<file path="src/design/env_sensor_compensation_top_macros.svh">
// Assertion helpers for env_sensor_compensation_top.
`ifndef ENV_SENSOR_COMPENSATION_TOP_MACROS_SVH
`define ENV_SENSOR_COMPENSATION_TOP_MACROS_SVH

// Same-cycle implication, checked outside reset.
`define ESC_ASSERT_IMPL(lbl, a, c) \
  lbl: assert property (@(posedge clk) disable iff (!rst_n) (a) |-> (c)) \
    else $error("esc: implication check failed");

// Next-cycle implication, checked outside reset.
`define ESC_ASSERT_NEXT(lbl, a, c) \
  lbl: assert property (@(posedge clk) disable iff (!rst_n) (a) |=> (c)) \
    else $error("esc: next-cycle check failed");

`endif

</file>
<file path="src/design/esc_pkg.sv">
`timescale 1ns / 1ps
package esc_pkg;

  typedef enum logic [2:0] {
    CFG_TEMP_CAL    = 3'd0,
    CFG_PRESS_CAL_A = 3'd1,
    CFG_PRESS_CAL_B = 3'd2,
    CFG_PRESS_CAL_C = 3'd3,
    CFG_HUMI_CAL    = 3'd4,
    CFG_TEMP_ADJUST = 3'd5,
    CFG_HUMI_GAIN   = 3'd6,
    CFG_HUMI_OFFSET = 3'd7
  } cfg_idx_t;

  typedef struct packed {
    logic [47:0] temp_cal;
    logic [47:0] press_cal_a;
    logic [47:0] press_cal_b;
    logic [47:0] press_cal_c;
    logic [63:0] humi_cal;
    logic [31:0] temp_adjust;
    logic [31:0] humi_gain;
    logic [14:0] humi_offset;
  } esc_cal_t;

  localparam int FINE_LAT  = 4;
  localparam int TEMP_LAT  = 3;
  localparam int HUMI_LAT  = 13;
  localparam int DIV_STEPS = 32;
  localparam int PRESS_LAT = 9 + DIV_STEPS + 5;
  localparam int TOTAL_LAT = FINE_LAT + PRESS_LAT;
  localparam int HUMI_DLY  = PRESS_LAT - HUMI_LAT;
  localparam int TEMP_DLY  = PRESS_LAT - TEMP_LAT;

  localparam logic [31:0] TEMP_ADJ_RST   = 32'd8192;
  localparam logic [31:0] HUMI_GAIN_RST  = 32'd102400;
  localparam logic [31:0] HUMI_BASE      = 32'd76800;
  localparam logic [31:0] PRESS_BASE     = 32'd64000;
  localparam logic [31:0] PRESS_FULL     = 32'd1048576;
  localparam logic [31:0] PRESS_SCALE    = 32'd3125;
  localparam logic [31:0] HUMI_OFF_SCALE = 32'd41943;
  localparam logic [31:0] HUMI_MAX       = 32'd9999;
  localparam logic [31:0] SIGN_BIT       = 32'h8000_0000;
  localparam logic [31:0] HUMI_INNER_ADD = 32'd2097152;
  localparam logic [31:0] HUMI_ROUND     = 32'd8192;

  function automatic logic [31:0] asr32(input logic [31:0] x, input int unsigned n);
    return 32'($signed(x) >>> n);
  endfunction

  function automatic logic [31:0] sx16(input logic [15:0] x);
    return {{16{x[15]}}, x};
  endfunction

  function automatic logic [31:0] sx12(input logic [11:0] x);
    return {{20{x[11]}}, x};
  endfunction

  function automatic logic [31:0] sx8(input logic [7:0] x);
    return {{24{x[7]}}, x};
  endfunction

  function automatic logic [31:0] sx15(input logic [14:0] x);
    return {{17{x[14]}}, x};
  endfunction

endpackage

</file>
<file path="src/design/esc_fine.sv">
`timescale 1ns / 1ps
module esc_fine
  import esc_pkg::*;
(
  input  logic        clk,
  input  esc_cal_t    cal,
  input  logic [19:0] raw_temp,
  input  logic [19:0] raw_press,
  input  logic [15:0] raw_humi,
  output logic [31:0] fine,
  output logic [19:0] press_out,
  output logic [15:0] humi_out
);

  logic [31:0] t1, t2, t3;
  logic [31:0] x1_r, d_r, m1_r, dd_r, a_r, e_r, fine_r;
  logic [19:0] p_r [FINE_LAT];
  logic [15:0] h_r [FINE_LAT];

  assign t1 = {16'd0, cal.temp_cal[15:0]};
  assign t2 = sx16(cal.temp_cal[31:16]);
  assign t3 = sx16(cal.temp_cal[47:32]);

  always_ff @(posedge clk) begin
    x1_r   <= {15'd0, raw_temp[19:3]} - (t1 << 1);
    d_r    <= {16'd0, raw_temp[19:4]} - t1;
    m1_r   <= x1_r * t2;
    dd_r   <= d_r * d_r;
    a_r    <= asr32(m1_r, 11);
    e_r    <= asr32(dd_r, 12) * t3;
    fine_r <= a_r + asr32(e_r, 14);
    p_r[0] <= raw_press;
    h_r[0] <= raw_humi;
    for (int i = 1; i < FINE_LAT; i++) begin
      p_r[i] <= p_r[i-1];
      h_r[i] <= h_r[i-1];
    end
  end

  assign fine      = fine_r;
  assign press_out = p_r[FINE_LAT-1];
  assign humi_out  = h_r[FINE_LAT-1];

endmodule

</file>
<file path="config.mk">
export PLATFORM = sky130hd
export DESIGN_NAME = esc_fine
export DESIGN_NICKNAME = d
export VERILOG_FILES = /design/src/design/env_sensor_compensation_top_macros.svh /design/src/design/esc_pkg.sv /design/src/design/esc_fine.sv
export SDC_FILE = /design/constraint.sdc
export NUM_CORES = 2
export LEC_CHECK = 0
export BUFFER_PORTS_ARGS = -buffer_cell sky130_fd_sc_hd__buf_2
export CAP_MARGIN = 5
export CORE_MARGIN = 4
export CORE_UTILIZATION = 53
export DETAILED_ROUTE_END_ITERATION = 16
export GPL_TIMING_DRIVEN = 0
export HOLD_SLACK_MARGIN = 0.03
export PLACE_DENSITY = 0.74
export SETUP_SLACK_MARGIN = 0.02
export SLEW_MARGIN = 10
export SYNTH_ARGS = -nofsm -noshare
export SYNTH_HDL_FRONTEND = slang
export SYNTH_SLANG_ARGS = --single-unit
</file>
<file path="constraint.sdc">
create_clock -name clk -period 8.2 [get_ports clk]
set_input_delay 0.41 -clock clk [delete_from_list [all_inputs] [get_ports clk]]
set_output_delay 0.41 -clock clk [all_outputs]
set_load 0.1 [all_outputs]
</file>
==> results.py <==
metrics = {
    "setup_path": {
        "r2r-start": "x1_r[11]",
        "cp-start-kind": "flop",
        "crit_type": "reg2reg",
        "cp_data_required_time_ns": 8.66,
        "cp_max_fo": 10,
        "startpoint": "x1_r[11]",
        "cp.arrival_ns": 7.96,
        "reg2regPathDepth": 21,
        "worst_setup_path_end_kind": "flop",
    },
    "sta": {
        "fin_setup_tns_ns": 0,
        "maxSlewViolCount": 0,
        "relSlewSlack": 0.304,
        "rsz0062_at_grt": "no",
        "whs_ns": 0.0920,
        "post-route-period-util": 0.914,
        "fmax_mhz": 133,
        "clock_skew_ns": 0.0304,
        "finalWorstSetupSlack_ns": 0.708,
        "fin_crit_ns": 7.49,
        "worst_pin_slew_ns": 1.04,
        "hold_viol_final": 0,
        "setup_viol": 0,
    },
    "synth": {
        "synth_ff_type": "dfxtp_1",
        "synth_commonest_cells": "inv_1, fa_1, nand2_1, and2_1, ha_1",
        "netlist_area_mm2": 0.0366,
        "seq_area_frac_synth": 0.145,
        "netlist_instances": 3765,
        "synth_top_area_frac": 0.447,
        "ys_warn_count": 0,
        "yosysMostFrequentCell": "inv_1",
        "post_synth_main_area_contributors": "fa_1, dfxtp_1, inv_1",
        "synth_seq_cells": 264,
        "synth_cell_types": 65,
        "yosysTopAreaCell": "fa_1",
        "synth_edf_count": 0,
        "ys_async_sr_fraction": 0,
        "avgSynthCellArea_um2": 9.71,
        "synth.net_count": 5255,
    },
    "clocking": {
        "post_cts_resize_count": 0,
        "clock-sinks": 264,
        "clk_pin_slew_worst_paths_ns": 0.06,
        "htreeDepth": 1,
        "clk_latency_ns": 0.60,
        "cts_tree": "yes",
        "clk_path_buf_depth": 3,
        "root_buffer": "clkbuf_16",
        "post_cts_buffers": 0,
        "cts_made_buffers": 30,
    },
    "detailed_routing": {
        "avgRoutedWirePerCell_um": 18.5,
        "drt_iter0_drc": 1646,
        "avgViaCountPerCell": 5.16,
        "first_pass_iters": 5,
        "totalWireLength_um": 90600,
        "postRouteAntennaNets": 0,
        "num_vias": 25232,
        "drcViolationCount": 0,
    },
    "floorplan": {
        "die_x_um": 271,
        "rows": 96,
        "core_mm2": 0.0685,
        "ios": 460,
        "die_height_um": 271,
        "initial_core_util": 0.534,
        "die-area_mm2": 0.0733,
    },
    "global_routing": {
        "grt_pass1_wl_um": 145000,
        "grt_antenna_before_repair": 5,
        "grt_max_degree": 17,
        "grt_pass1_vias": 27187,
        "globalRouteTotalUtil": 0.253,
        "grt_remaining_overflow": 0,
    },
    "status": {
        "status": "completed",
    },
    "finish": {
        "regArea_mm2": 0.00529,
        "fillers": 5940,
        "multi_input_area_mm2": 0.0270,
        "synthToLayoutAreaGrowth_pct": 9.09,
        "drive_above_1_share": 0.0611,
        "final_util": 0.583,
        "layout.nets": 5477,
    },
    "placed_design": {
        "finalWeightedCongestion": 0.988,
        "io_buffers": 153,
        "dp_hpwl_um": 75400,
        "post-place-ws_ns": 0.856,
    },
    "min_path": {
        "hold_path_class": "in2reg",
        "min_from": "cal[287]",
        "holdPathStages": 3,
    },
    "job": {
        "max-cap-violations": 0,
    },
}
worst max-delay path, stage by stage (launching register included):
cell      delay, ns
dfxtp_1        0.55
clkbuf_1       0.54
clkbuf_1       0.76
nand2_1        0.25
fa_1           0.56
fa_1           0.54
fa_1           0.52
inv_1          0.06
fa_1           0.50
fa_1           0.52
inv_1          0.05
fa_1           0.48
inv_1          0.04
ha_1           0.32
and4_1         0.28
a21oi_1        0.16
nand2_1        0.11
a31oi_1        0.39
a21oi_2        0.16
nor3_1         0.34
nor2_1         0.11
xnor2_1        0.15
worst paths after layout:
kind | endpoint | slack, ns
setup / recovery | dd_r[30] | 0.71
setup reg to reg | dd_r[30] | 0.71
hold / removal | x1_r[1] | 0.09
hold reg to reg | p_r[1][2] | 0.32
layout make-up:
| cell class | instances | area share |
|---|---|---|
| Antenna cell | 2 | 0.000125 |
| Clock inverter | 21 | 0.00775 |
| Sequential cell | 264 | 0.132 |
| Timing Repair Buffer | 190 | 0.0285 |
| Multi-Input combinational cell | 2370 | 0.677 |
| Clock buffer | 33 | 0.0194 |
| Tap cell | 882 | 0.0277 |
| Inverter | 994 | 0.0935 |
| Buffer | 137 | 0.0139 |
flip-flops by register name, summed over array words and instances (netlist names), 17 cells and up:
register  cells
p_r          80
a_r          21
fine         22
dd_r         20
h_r          64
x1_r         17
m1_r         21
e_r          18
stage by stage:
step / std cells / area (µm²)
after floorplan: 3765 / 36600
after global placement: 4800 / 38400
after detailed placement: 4800 / 38400
after CTS: 4891 / 39900
after global routing: 4891 / 39900
final: 4893 / 39900
cells by family (layout without fill, tap and decap cells):
kind of cell               after synthesis  in the layout  share of synthesized area
buffers and inverters                 1131           1375                      0.117
adders and majority gates             1098           1098                      0.543
and+or+nand+nor                        946            946                      0.127
DFF                                    264            264                      0.145
AOI/OAI and AO/OA                      188            188                     0.0348
xor gates and xnor gates               136            136                     0.0326
muxes                                    2              2                   0.000616
other                                    0              2                          0
cells in the final DEF (no fill, tap or decap), types with 6 or more instances in the layout:
| cell | Yosys | layout |
|---|---|---|
| o21bai_1 | 7 | 7 |
| a21oi_1 | 58 | 58 |
| xor2_1 | 30 | 30 |
| dfxtp_1 | 264 | 264 |
| inv_1 | 994 | 994 |
| xnor2_1 | 106 | 106 |
| nand2_1 | 404 | 404 |
| o21a_1 | 15 | 15 |
| clkbuf_1 | 125 | 127 |
| a31oi_1 | 6 | 6 |
| and2_1 | 329 | 329 |
| buf_4 | 11 | 11 |
| nor2_1 | 95 | 95 |
| nand4_1 | 11 | 11 |
| dlygate4sd3_1 | 0 | 37 |
| nand3_1 | 14 | 14 |
| nor3_1 | 23 | 23 |
| clkbuf_16 | 0 | 30 |
| o21ai_0 | 30 | 30 |
| buf_2 | 0 | 153 |
| a21o_1 | 14 | 14 |
| nor2b_1 | 26 | 26 |
| nand2b_1 | 21 | 21 |
| a211oi_1 | 7 | 7 |
| and3_1 | 7 | 7 |
| fa_1 | 816 | 816 |
| ha_1 | 282 | 282 |
timing repair:
action,CTS,global route
endpoints found under the setup margin,0,0
hold buffers,37,0
hold endpoints to repair,37,0
routing by layer:
metal	track usage	wire length, µm	vias up
met5	0	34	-
met4	0.0869	3600	4
met3	0.0530	8650	218
met2	0.419	42500	1064
met1	0.335	35800	12632
li1	-	-	11314
Power is left out: the tool's default activity adds up to more than one toggle a clock period on the data nets, which glitch-free logic cannot reach.
